**config.mk**
```make
export PLATFORM = sky130hd
export DESIGN_NAME = scws_ctrl
export DESIGN_NICKNAME = d
export VERILOG_FILES = /design/src/rtl/scws_pkg.sv /design/src/rtl/scws_ctrl.sv
export SDC_FILE = /design/constraint.sdc
export NUM_CORES = 1
export LEC_CHECK = 0
export BUFFER_PORTS_ARGS = -buffer_cell sky130_fd_sc_hd__buf_2
export CORE_MARGIN = 2
export CORE_UTILIZATION = 47
export DETAILED_ROUTE_END_ITERATION = 16
export PLACE_DENSITY = 0.74
export SYNTH_ARGS = -nofsm -noshare
export SYNTH_HDL_FRONTEND = slang
export SYNTH_SLANG_ARGS = --single-unit
export TNS_END_PERCENT = 20
```
**constraint.sdc**
```tcl
create_clock -name clk -period 2.9 [get_ports clk]
set_input_delay 0.58 -clock clk [delete_from_list [all_inputs] [get_ports clk]]
set_output_delay 0.58 -clock clk [all_outputs]
set_load 0.01 [all_outputs]
```
**src/rtl/scws_pkg.sv**
```systemverilog
// ----------------------------------------------------------------------------
// scws_pkg
// Shared constants, types and helpers for the spring chain wave surface.
// ----------------------------------------------------------------------------
package scws_pkg;

  localparam int SPRING_COUNT  = 64;
  localparam int SPREAD_PASSES = 8;
  localparam int IDX_W         = $clog2(SPRING_COUNT);
  localparam int PASS_W        = $clog2(SPREAD_PASSES + 1);

  localparam int SPRING_INDEX_W = 6;
  localparam int Q_W            = 32;
  localparam int CFG_INDEX_W    = 3;
  localparam int CFG_DATA_W     = 16;
  localparam int DIV_STEPS      = 16;
  localparam int DIVC_W         = 4;

  localparam logic [CFG_INDEX_W-1:0] REG_TENSION   = 3'd0;
  localparam logic [CFG_INDEX_W-1:0] REG_DAMPENING = 3'd1;
  localparam logic [CFG_INDEX_W-1:0] REG_SPREAD    = 3'd2;
  localparam logic [CFG_INDEX_W-1:0] REG_SEA_LEVEL = 3'd3;
  localparam logic [CFG_INDEX_W-1:0] REG_BAR_WIDTH = 3'd4;

  localparam logic [15:0] TENSION_RST   = 16'd1638;
  localparam logic [15:0] DAMPENING_RST = 16'd1638;
  localparam logic [15:0] SPREAD_RST    = 16'd16384;
  localparam logic [11:0] SEA_LEVEL_RST = 12'd384;
  localparam logic [12:0] BAR_WIDTH_RST = 13'd16;

  localparam logic OP_TICK  = 1'b0;
  localparam logic OP_TOUCH = 1'b1;

  typedef enum logic [4:0] {
    S_IDLE, S_T_DIV, S_T_RD, S_T_CAP, S_T_WR,
    S_D_RD, S_D_CAP, S_D_MT, S_D_MD, S_D_ACC, S_D_WR,
    S_P_RD0, S_P_CAP0, S_P_RDN, S_P_CAPN, S_P_MN, S_P_ACC, S_P_WR,
    S_O_RD, S_O_CAP, S_O_WAIT
  } state_t;

  typedef enum logic [1:0] {ADDR_CNT, ADDR_NEXT, ADDR_TOUCH} addr_sel_t;
  typedef enum logic [2:0] {
    MUL_NONE, MUL_TENSION, MUL_DAMP, MUL_SPREAD_PREV, MUL_SPREAD_NEXT
  } mul_op_t;
  typedef enum logic [1:0] {ACC_HOLD, ACC_CLEAR, ACC_SUB, ACC_ADD} acc_op_t;
  typedef enum logic [1:0] {WR_NONE, WR_DAMP, WR_SPREAD, WR_TOUCH} wr_op_t;

  typedef struct packed {
    logic             rd_en;
    addr_sel_t        rd_sel;
    wr_op_t           wr_op;
    logic             cap_cur;
    logic             cap_next;
    logic             shift;
    mul_op_t          mul_op;
    acc_op_t          acc_op;
    logic             div_start;
    logic             div_step;
    logic             out_cap;
    logic [IDX_W-1:0] spring;
  } cmd_t;

  function automatic logic signed [Q_W-1:0] sat32(input logic signed [35:0] x);
    logic signed [35:0] hi;
    logic signed [35:0] lo;
    hi = 36'sd2147483647;
    lo = -36'sd2147483648;
    if (x > hi) begin
      return 32'sh7FFFFFFF;
    end else if (x < lo) begin
      return 32'sh80000000;
    end
    return x[Q_W-1:0];
  endfunction

endpackage

```
**src/rtl/scws_ctrl.sv**
```systemverilog
// ----------------------------------------------------------------------------
// scws_ctrl
// Sequencer: touch division, damping sweep, spread passes, output run.
// ----------------------------------------------------------------------------
module scws_ctrl (
  input  logic          clk,
  input  logic          rst,
  input  logic          in_valid,
  output logic          in_ready,
  input  logic          opcode,
  output logic          out_valid,
  input  logic          out_ready,
  output scws_pkg::cmd_t cmd
);
  import scws_pkg::*;

  state_t             state, state_next;
  logic [IDX_W-1:0]   cnt, cnt_next;
  logic [PASS_W-1:0]  pass, pass_next;
  logic [DIVC_W-1:0]  divc, divc_next;
  logic               accept;
  logic               cnt_last;
  logic               cnt_first;

  localparam logic [IDX_W-1:0]  CNT_LAST  = IDX_W'(SPRING_COUNT - 1);
  localparam logic [PASS_W-1:0] PASS_LAST = PASS_W'(SPREAD_PASSES - 1);
  localparam logic [DIVC_W-1:0] DIVC_LAST = DIVC_W'(DIV_STEPS - 1);

  assign accept    = in_valid && in_ready;
  assign cnt_last  = (cnt == CNT_LAST);
  assign cnt_first = (cnt == '0);
  assign in_ready  = (state == S_IDLE);
  assign out_valid = (state == S_O_WAIT);

  always_ff @(posedge clk) begin
    if (rst) begin
      state <= S_IDLE;
      cnt   <= '0;
      pass  <= '0;
      divc  <= '0;
    end else begin
      state <= state_next;
      cnt   <= cnt_next;
      pass  <= pass_next;
      divc  <= divc_next;
    end
  end

  always_comb begin
    state_next = state;
    cnt_next   = cnt;
    pass_next  = pass;
    divc_next  = divc;
    case (state)
      S_IDLE: begin
        cnt_next  = '0;
        pass_next = '0;
        divc_next = '0;
        if (accept) begin
          state_next = (opcode == OP_TOUCH) ? S_T_DIV : S_D_RD;
        end
      end
      S_T_DIV: begin
        divc_next = divc + 1'b1;
        if (divc == DIVC_LAST) begin
          state_next = S_T_RD;
        end
      end
      S_T_RD:  state_next = S_T_CAP;
      S_T_CAP: state_next = S_T_WR;
      S_T_WR:  state_next = S_IDLE;
      S_D_RD:  state_next = S_D_CAP;
      S_D_CAP: state_next = S_D_MT;
      S_D_MT:  state_next = S_D_MD;
      S_D_MD:  state_next = S_D_ACC;
      S_D_ACC: state_next = S_D_WR;
      S_D_WR: begin
        if (cnt_last) begin
          cnt_next   = '0;
          state_next = S_P_RD0;
        end else begin
          cnt_next   = cnt + 1'b1;
          state_next = S_D_RD;
        end
      end
      S_P_RD0:  state_next = S_P_CAP0;
      S_P_CAP0: state_next = S_P_RDN;
      S_P_RDN:  state_next = S_P_CAPN;
      S_P_CAPN: state_next = S_P_MN;
      S_P_MN:   state_next = S_P_ACC;
      S_P_ACC:  state_next = S_P_WR;
      S_P_WR: begin
        if (!cnt_last) begin
          cnt_next   = cnt + 1'b1;
          state_next = S_P_RDN;
        end else if (pass == PASS_LAST) begin
          cnt_next   = '0;
          state_next = S_O_RD;
        end else begin
          cnt_next   = '0;
          pass_next  = pass + 1'b1;
          state_next = S_P_RD0;
        end
      end
      S_O_RD:  state_next = S_O_CAP;
      S_O_CAP: state_next = S_O_WAIT;
      S_O_WAIT: begin
        if (out_ready) begin
          if (cnt_last) begin
            state_next = S_IDLE;
          end else begin
            cnt_next   = cnt + 1'b1;
            state_next = S_O_RD;
          end
        end
      end
      default: state_next = S_IDLE;
    endcase
  end

  always_comb begin
    cmd           = '0;
    cmd.rd_sel    = ADDR_CNT;
    cmd.wr_op     = WR_NONE;
    cmd.mul_op    = MUL_NONE;
    cmd.acc_op    = ACC_HOLD;
    cmd.spring    = cnt;
    case (state)
      S_IDLE:  cmd.div_start = accept;
      S_T_DIV: cmd.div_step  = 1'b1;
      S_T_RD: begin
        cmd.rd_en  = 1'b1;
        cmd.rd_sel = ADDR_TOUCH;
      end
      S_T_CAP: cmd.cap_cur = 1'b1;
      S_T_WR:  cmd.wr_op   = WR_TOUCH;
      S_D_RD: begin
        cmd.rd_en  = 1'b1;
        cmd.acc_op = ACC_CLEAR;
      end
      S_D_CAP: cmd.cap_cur = 1'b1;
      S_D_MT:  cmd.mul_op  = MUL_TENSION;
      S_D_MD: begin
        cmd.mul_op = MUL_DAMP;
        cmd.acc_op = ACC_SUB;
      end
      S_D_ACC: cmd.acc_op = ACC_SUB;
      S_D_WR:  cmd.wr_op  = WR_DAMP;
      S_P_RD0: cmd.rd_en  = 1'b1;
      S_P_CAP0: cmd.cap_cur = 1'b1;
      S_P_RDN: begin
        cmd.rd_en  = !cnt_last;
        cmd.rd_sel = ADDR_NEXT;
        cmd.acc_op = ACC_CLEAR;
      end
      S_P_CAPN: begin
        cmd.cap_next = !cnt_last;
        if (!cnt_first) begin
          cmd.mul_op = MUL_SPREAD_PREV;
        end
      end
      S_P_MN: begin
        if (!cnt_first) begin
          cmd.acc_op = ACC_ADD;
        end
        if (!cnt_last) begin
          cmd.mul_op = MUL_SPREAD_NEXT;
        end
      end
      S_P_ACC: begin
        if (!cnt_last) begin
          cmd.acc_op = ACC_ADD;
        end
      end
      S_P_WR: begin
        cmd.wr_op = WR_SPREAD;
        cmd.shift = 1'b1;
      end
      S_O_RD:  cmd.rd_en   = 1'b1;
      S_O_CAP: cmd.out_cap = 1'b1;
      S_O_WAIT: ;
      default: ;
    endcase
  end

endmodule

```
==> impl_metrics.ini, run 1 <==
[worst_setup_path]
critPathLaunchType = flip-flop
cpPeakStageDelay_ns = 0.68
timing.rr.start = state[1]
worst_path_max_delay_cell = dfxtp_1
crit_path_start = state[1]
crit_type = flip-flop to output pin
cp_cell_sequence = nand2_1, or3_1, o221ai_1, buf_2
crit_fanout = 19
regToRegSetupSlack_ns = 0.48
worstPathRequired_ns = 2.32
end_kind = output pin
r2r_cells = 5
cp.arrival_ns = 2.00

[power_and_ir_drop]
pwr-share-clk_pct = 12.7
p_seq_share_pct = 33.2
power_mw = 1.08
p_int_uw = 586
power.leakage_nw = 0.649
power.ir.vdd_worst_uv = 297
power.switching_uw = 498
powerDensity_mw_per_mm2 = 688
pwr-share-comb_pct = 54.0
netSwitchingFraction_pct = 45.9

[timing]
worst_pin_slew_ns = 0.607
finalCritPeriodShare_pct = 88.8
holdWs_ns = 0.482
finClkSkew_ns = 0.00350
max_slew_margin_pct = 59.2
layout_min_cycle_time_ns = 2.58
tns_ns = 0
rsz0062_at_grt = false
max_freq_mhz = 388
slew_violations = 0
setup_viol = 0
hold_violations = 0

[outcome]
violations = design-rule violations
status = finished with violations

[global_route]
grt_usage_pct = 21.7
use_met2_pct = 32.4
antenna_found_initial = 0
busiest_layer = met1
grt_pass1_wl_um = 6050
grt_util_met3_pct = 1.76
grt_pass1_vias = 1313
overflow = 0
grt_max_degree = 20
grtUsageMet1_pct = 33.2

[floorplan]
die_area_mm2 = 0.00346
floorplan.rows = 19
io_pins = 29
die_w_um = 58.8
initial_core_util_pct = 50.4
coreArea_mm2 = 0.00281
dieHeight_um = 58.8

[routing]
drt-vias-per-instance = 5.91
drt_pass1_iterations = 10
drtAntennaViolNets = 0
vias = 1478
drt_wl_total_um = 3530
drc = 1
wl_per_cell_um = 14.1
drt-initial-drc-count = 71

[synth]
yosys.area_share.simple_pct = 32.7
synthFlopType = dfxtp_1
synth-xor-area-share_pct = 1.86
synth_cells = 197
ys_ff_latch = 19
synth_cell_types = 43
yosys-mux-area-fraction_pct = 1.42
yosysWarnings = 0
synthAdderAreaFrac_pct = 3.54
avgSynthCellArea_um2 = 7.17
netlist_area_mm2 = 0.00141
synth_top_family_by_area = simple AND/OR/NAND/NOR gates
async_flop_share_pct = 0
synth_edf_count = 0
synth-seq-area-share_pct = 26.9
synth_nets = 206
synth_compound_area_share_pct = 26.7

[placed_design]
dp_hpwl_um = 2650
port_buffers = 28
dp.cells = 246
gp_congestion = 0.888

[min_path]
hold_path.class = flip-flop to flip-flop
hp-start = pass[1]
worstHoldPathCells = 2

[cts]
path_clk_slew_ns = 0.11
cts_tree = done
cts_max_level = 1
cts_buffers = 3
cts.repair.resized = 0
post-cts-setup-buffer-count = 0
cts_sinks = 19
clock-root-buffer = clkbuf_4
postCtsHoldBufs = 0
clk_latency_ns = 0.30
clock_path_buffers = 2

[finish]
drive_above_1_share_pct = 17.8
fin_cells = 250
n_antenna_cell = 0
num-nets-final = 229
fillerInstances = 287
syn_to_final_growth_pct = 11.6

[run]
drv_cap = 0
power groups by stage:
stage / clock network, mW / logic (mW) / registers (mW)
CTS: 0.142 / 0.580 / 0.358
finish: 0.138 / 0.586 / 0.361
floorplan: 0 / 0.505 / 0.324
detailed placement: 0 / 0.577 / 0.363
global placement: 0 / 0.578 / 0.359
global route: 0.149 / 0.660 / 0.367
placed cells by master (no fill, tap or decap), types with 3 or more instances in the layout:
cell type | synthesis | layout
a211oi_1 | 3 | 3
a21oi_1 | 19 | 19
a22oi_1 | 3 | 3
a31oi_1 | 4 | 4
and3_1 | 6 | 6
buf_2 | 0 | 28
buf_4 | 0 | 3
clkbuf_4 | 0 | 3
dfxtp_1 | 19 | 19
ha_1 | 4 | 4
inv_1 | 8 | 8
nand2_1 | 11 | 11
nand3_1 | 12 | 12
nand3b_1 | 4 | 4
nor2_1 | 21 | 21
nor2b_1 | 9 | 9
o21ai_0 | 15 | 15
or2_2 | 4 | 4
or3_1 | 6 | 6
or4_1 | 3 | 3
state kept, by name, indices dropped and copies added (netlist names):
register / flops
cnt: 6
divc: 4
pass: 4
state: 5
Yosys cell counts (2+ instances only):
| library cell | number | area [um2] |
|---|---|---|
| xor2_1 | 2 | 17.5 |
| o221ai_1 | 2 | 17.5 |
| a21o_1 | 2 | 15.0 |
| a211oi_1 | 3 | 22.5 |
| or2_2 | 4 | 25.0 |
| nor3_1 | 2 | 10.0 |
| mux2i_1 | 2 | 20.0 |
| dfxtp_1 | 19 | 380 |
| or4_1 | 3 | 22.5 |
| nand3b_1 | 4 | 30.0 |
| o31ai_1 | 2 | 15.0 |
| nand2_1 | 11 | 41.3 |
| inv_1 | 8 | 30.0 |
| ha_1 | 4 | 50.1 |
| nor4_1 | 2 | 12.5 |
| a221o_1 | 2 | 20.0 |
| or3_1 | 6 | 37.5 |
| buf_6 | 2 | 22.5 |
| nor2b_1 | 9 | 56.3 |
| nor2_1 | 21 | 78.8 |
| a31oi_1 | 4 | 25.0 |
| and3_1 | 6 | 37.5 |
| clkbuf_1 | 10 | 37.5 |
| a21oi_1 | 19 | 95.1 |
| a22oi_1 | 3 | 22.5 |
| o21ai_0 | 15 | 75.1 |
| and2_1 | 2 | 12.5 |
| nand3_1 | 12 | 60.1 |
| nand2b_1 | 2 | 12.5 |
metrics by stage:
step	area [um2]	util, %	setup WS (ns)
6_report	1580	56.2	0.325
5_1_grt	1580	56.2	0.171
4_1_cts	1580	56.2	0.361
3_5_place_dp	1550	55.3	0.519
3_3_place_gp	1550	55.3	0.581
2_1_floorplan	1410	-	0.735
area by class of cell:
type / instances / area [um2] / share of cell area (%)
multi-input combinational: 156 / 935 / 59.3
tap: 31 / 38.8 / 2.46
sequential: 19 / 380 / 24.1
inverter: 9 / 33.8 / 2.14
timing repair buffer: 31 / 163 / 10.3
clock buffer: 4 / 26.3 / 1.67
worst max-delay path, delay by kind of cell (launching register included):
family | cells | cell delay (ns)
AOI/OAI and AO/OA | 1 | 0.19
DFF | 1 | 0.68
and+or+nand+nor | 2 | 0.66
buffers and inverters | 1 | 0.16
worst paths after layout:
| check | end |
|---|---|
| setup / recovery | cmd[10] |
| hold / removal | pass[1] |
| setup reg to reg | cnt[5] |
| hold reg to reg | pass[1] |
routing by layer:
metal / wire (um) / vias to the layer above
met5: 0 / -
met4: 56 / 0
met3: 201 / 9
met2: 1530 / 48
met1: 1750 / 661
li1: - / 760
cells by family after synthesis:
kind of cell             Yosys count
AND/OR/NAND/NOR                   87
multiplexers                       2
buffers and inverters             22
flip-flops                        19
AO/OA/AOI/OAI                     60
adder cells (fa/ha/maj)            4
XOR/XNOR                           3
Note: power is estimated with default switching activity, not from simulation.
==> run 2, diff against run 1 <==
- REMOVE_ABC_BUFFERS: not set -> 1
==> impl_metrics.ini, run 2 (synthesis results as in run 1) <==
[outcome]
status = finished with violations
violations = design-rule violations

[timing]
finalCritPeriodShare_pct = 89.4
max_slew_margin_pct = 57.3
setup_slack_ns = 0.307
setup_viol = 0
max_freq_mhz = 386
holdWs_ns = 0.483
tns_ns = 0
finClkSkew_ns = 0.0106
rsz0062_at_grt = false
layout_min_cycle_time_ns = 2.59
hold_violations = 0
slew_violations = 0
worst_pin_slew_ns = 0.635

[routing]
drt_pass1_iterations = 11
vias = 1469
wl_per_cell_um = 14.0
drt-vias-per-instance = 5.88
drt-initial-drc-count = 50
drt_wl_total_um = 3500
drtAntennaViolNets = 0
drc = 1

[floorplan]
io_pins = 29
floorplan.rows = 19
coreArea_mm2 = 0.00281
die_area_mm2 = 0.00346
initial_core_util_pct = 50.4
dieHeight_um = 58.8
die_w_um = 58.8

[finish]
fin_cells = 250
n_antenna_cell = 0
final_common_cell = buf_2
regMostFlops = cnt
drive_above_1_share_pct = 17.8
top_regs = cnt x6, state x5
num-nets-final = 229
final_cell_mix = buf_2 (28), nor2_1 (21), a21oi_1 (19), dfxtp_1 (19), o21ai_0 (15)
largest_reg_flops = 6
syn_to_final_growth_pct = 11.6

[worst_setup_path]
crit_fanout = 19
cp.arrival_ns = 2.01
worstPathRequired_ns = 2.32
crit_type = flip-flop to output pin
r2r_end = cnt[5]
r2r_cells = 5
regToRegSetupSlack_ns = 0.49
end_kind = output pin
timing.rr.start = state[1]
critPathLaunchType = flip-flop

[power_and_ir_drop]
power_mw = 1.07
powerDensity_mw_per_mm2 = 682
power.leakage_nw = 0.649
power.ir.vdd_worst_uv = 383

[global_route]
antenna_found_initial = 0
grt_pass1_vias = 1338
grt_usage_pct = 22.0
overflow = 0
grt_max_degree = 20
grt_pass1_wl_um = 5980

[cts]
postCtsHoldBufs = 0
clock-root-buffer = clkbuf_4
post-cts-setup-buffer-count = 0
clk_latency_ns = 0.30
path_clk_slew_ns = 0.11
cts_tree = done
cts_max_level = 1
clock_path_buffers = 2
cts_sinks = 19
cts.repair.resized = 0
cts_buffers = 3

[run]
drv_cap = 0

[placed_design]
dp_hpwl_um = 2650
port_buffers = 28
place_ws_ns = 0.546
dp.cells = 246
gp_congestion = 0.877

[min_path]
hp-start = pass[1]
worstHoldPathCells = 2
hold_path.class = flip-flop to flip-flop
whs_endpoint = pass[1]
-- run 2: cell counts in the layout (fill, tap and decap cells not counted) --
Identical to the previous run, type by type.
-- run 2: area by class of cell --
cell class              count  area [um2]
multi-input cells         156         935
flip-flops and latches     19         380
repair buffers             31         163
fillers                   287        1230
inverters                   9        33.8
well taps                  31        38.8
clock buffers               4        26.3
-- run 2: metrics by stage --
step	cell area [um2]	utilization [%]
2_1_floorplan	1350	-
3_3_place_gp	1550	55.3
3_5_place_dp	1550	55.3
4_1_cts	1580	56.2
5_1_grt	1580	56.2
6_report	1580	56.2
-- run 2: routing by layer --
metal / vias to the layer above / GRT usage [%] / wire length [um]
li1: 759 / - / -
met1: 665 / 30.2 / 1720
met2: 41 / 35.4 / 1580
met3: 4 / 1.54 / 154
met4: 0 / 9.42 / 42
met5: - / 0 / 0
-- run 2: worst max path at each step --
stage	depth (start not counted)	end	startpoint	slack, ns
after floorplan	5	cnt[5]	state[1]	0.71
after global placement	5	cnt[5]	state[1]	0.57
after detailed placement	5	cnt[5]	state[1]	0.55
after CTS	4	cmd[10]	state[1]	0.33
after global routing	4	cmd[10]	state[1]	0.16
final	4	cmd[10]	state[1]	0.31
-- run 2: report_power, final --
part / switching [mW] / internal (mW) / leakage (nW) / total [mW]
clock network: 0.0806 / 0.0535 / 0.0150 / 0.134
registers: 0.0715 / 0.290 / 0.154 / 0.362
logic: 0.336 / 0.243 / 0.481 / 0.579
-- run 2: critical path, cell delays in order (launching register included) --
cell and delay (ns):
dfxtp_1 0.66, nand2_1 0.23, or3_1 0.43, o221ai_1 0.22, buf_2 0.17
==> run 3, diff against run 2 <==
- ABC_AREA: not set -> 1
- PLACE_DENSITY: 0.74 -> 0.73
==> impl_metrics.ini, run 3 <==
[outcome]
status = completed

[timing]
tns_ns = 0
max_freq_mhz = 367
slew_violations = 0
rsz0062_at_grt = false
finalCritPeriodShare_pct = 93.9
max_slew_margin_pct = 71.5
finClkSkew_ns = 0.00931
layout_min_cycle_time_ns = 2.72
worst_pin_slew_ns = 0.426
setup_viol = 0
hold_violations = 0

[finish]
fin_cells = 316
regMostFlops = cnt
multi_input_area_mm2 = 0.00108
syn_to_final_growth_pct = 12.8
top_regs = cnt x6, state x5
drive_above_1_share_pct = 28.1
seq_area_um2 = 380
n_antenna_cell = 0
final_cell_mix = nand2_1 (65), buf_2 (28), nor2_1 (27), nand3_1 (22), inv_1 (20)
fillerInstances = 358
final_common_cell = nand2_1
largest_reg_flops = 6
num-nets-final = 280

[synth]
ys_top_cells_by_count = nand2_1 (65), nor2_1 (27), nand3_1 (22), inv_1 (20), dfxtp_1 (19)
synth_area_leaders = dfxtp_1 (24%), nand2_1 (15%), nand3_1 (6.9%), nor2_1 (6.3%), inv_1 (4.7%)
avgSynthCellArea_um2 = 6.61
synth_top_area_share_pct = 23.8
yosysWarnings = 0
yosys.area.top_type = dfxtp_1
synth_edf_count = 0
synth_cell_types = 34
synth_cells = 242
netlist_area_mm2 = 0.00160
ys_ff_latch = 19
synth-seq-area-share_pct = 23.8
async_flop_share_pct = 0
synthFlopType = dfxtp_1
yosysMostFrequentCell = nand2_1

[cts]
clk_latency_ns = 0.31
path_clk_slew_ns = 0.12
cts_tree = done
postCtsHoldBufs = 0
cts.repair.resized = 0
clock-root-buffer = clkbuf_4
cts_sinks = 19
cts_max_level = 1
cts_buffers = 3
post-cts-setup-buffer-count = 0
clock_path_buffers = 2

[placed_design]
gp_congestion = 0.887
dp.cells = 312
port_buffers = 28
dp_hpwl_um = 2870

[min_path]
hp-start = divc[3]
hold_path.class = flip-flop to flip-flop
worstHoldPathCells = 2
whs_endpoint = divc[3]

[global_route]
antenna_found_initial = 0
grt_usage_pct = 19.9
use_met2_pct = 30.4
grtUsageMet1_pct = 28.9
grt_pass1_wl_um = 6320
grt_max_degree = 16
overflow = 0
grt_util_met3_pct = 3.62
busiest_layer = met2
grt_pass1_vias = 1424

[worst_setup_path]
end_kind = output pin
timing.rr.start = cnt[0]
regToRegSetupSlack_ns = 1.05
critPathLaunchType = flip-flop
r2r_cells = 8
crit_type = flip-flop to output pin
crit_fanout = 12
cp.arrival_ns = 2.14
r2r_end = cnt[5]
worstPathRequired_ns = 2.32

[power_and_ir_drop]
powerDensity_mw_per_mm2 = 634
power.leakage_nw = 0.890
power.ir.vdd_worst_uv = 461

[floorplan]
floorplan.rows = 21
die_w_um = 62.3
dieHeight_um = 62.3
die_area_mm2 = 0.00389
coreArea_mm2 = 0.00331
initial_core_util_pct = 48.3
io_pins = 29

[routing]
wl_per_cell_um = 11.6
vias = 1624
drc = 0
drtAntennaViolNets = 0
drt_wl_total_um = 3660
drt_pass1_iterations = 4
drt-vias-per-instance = 5.14
drt-initial-drc-count = 81

[run]
drv_cap = 0
[run 3: cell types whose count changed after synthesis, moves of 9 or more]
| cell | change |
|---|---|
| nand3_1 | +10 |
| o21ai_0 | -9 |
| nor2b_1 | -9 |
| inv_1 | +12 |
| nand2_1 | +54 |
| clkbuf_1 | -9 |
[run 3: final cells by class]
| type | instances | area share (%) |
|---|---|---|
| multi-input combinational | 190 | 59.7 |
| clock buffer | 3 | 1.25 |
| tap | 46 | 3.19 |
| timing repair buffer | 28 | 7.77 |
| clock inverter | 1 | 0.416 |
| inverter | 29 | 6.59 |
| sequential | 19 | 21.1 |
[run 3: cell families after synthesis]
family          count (synthesis)  share of synthesized area, %
flops                          19                          23.8
compound gates                 36                          15.5
fa+ha+maj                       4                          3.13
buf+inv                        33                          8.92
simple gates                  148                          47.6
xor+xnor                        2                          1.10
[run 3: worst max-delay path by stage]
stage	startpoint	end	slack, ns
after detailed placement	cnt[0]	cmd[10]	0.54
after CTS	cnt[0]	cmd[10]	0.19
after floorplan	cnt[0]	cmd[10]	0.79
after global placement	cnt[0]	cmd[10]	0.59
final	cnt[0]	cmd[10]	0.18
after global routing	cnt[0]	cmd[10]	0.04
[run 3: worst max-delay path: stages, from the launching register on]
cell	delay [ns]
dfxtp_1	0.48
ha_1	0.25
nand3_1	0.17
nor2_4	0.38
nor2_1	0.09
a31oi_1	0.21
o21ai_0	0.11
buf_2	0.15
[run 3: report_power, final]
part / internal, mW / switching (mW) / total [mW]
Sequential: 0.294 / 0.0500 / 0.344
Combinational: 0.223 / 0.431 / 0.653
Clock: 0.0527 / 0.0923 / 0.145
[run 3: layer usage]
metal	part of all wire [%]	wire, um
met1	49	1810
met3	5.0	185
met4	0.46	17
met5	0	0
met2	45	1650
[run 3: stage by stage]
stage               total power [mW]  instance area, um2  hold slack, ns  setup slack (ns)  utilization (%)
finish                          1.14                1800           0.480             0.177             54.5
global route                    1.24                1800           0.519            0.0442             54.5
CTS                             1.15                1800           0.485             0.187             54.5
detailed placement              1.00                1770           0.465             0.539             53.6
global placement               0.999                1770           0.454             0.586             53.6
floorplan                      0.841                1580           0.437             0.788                -
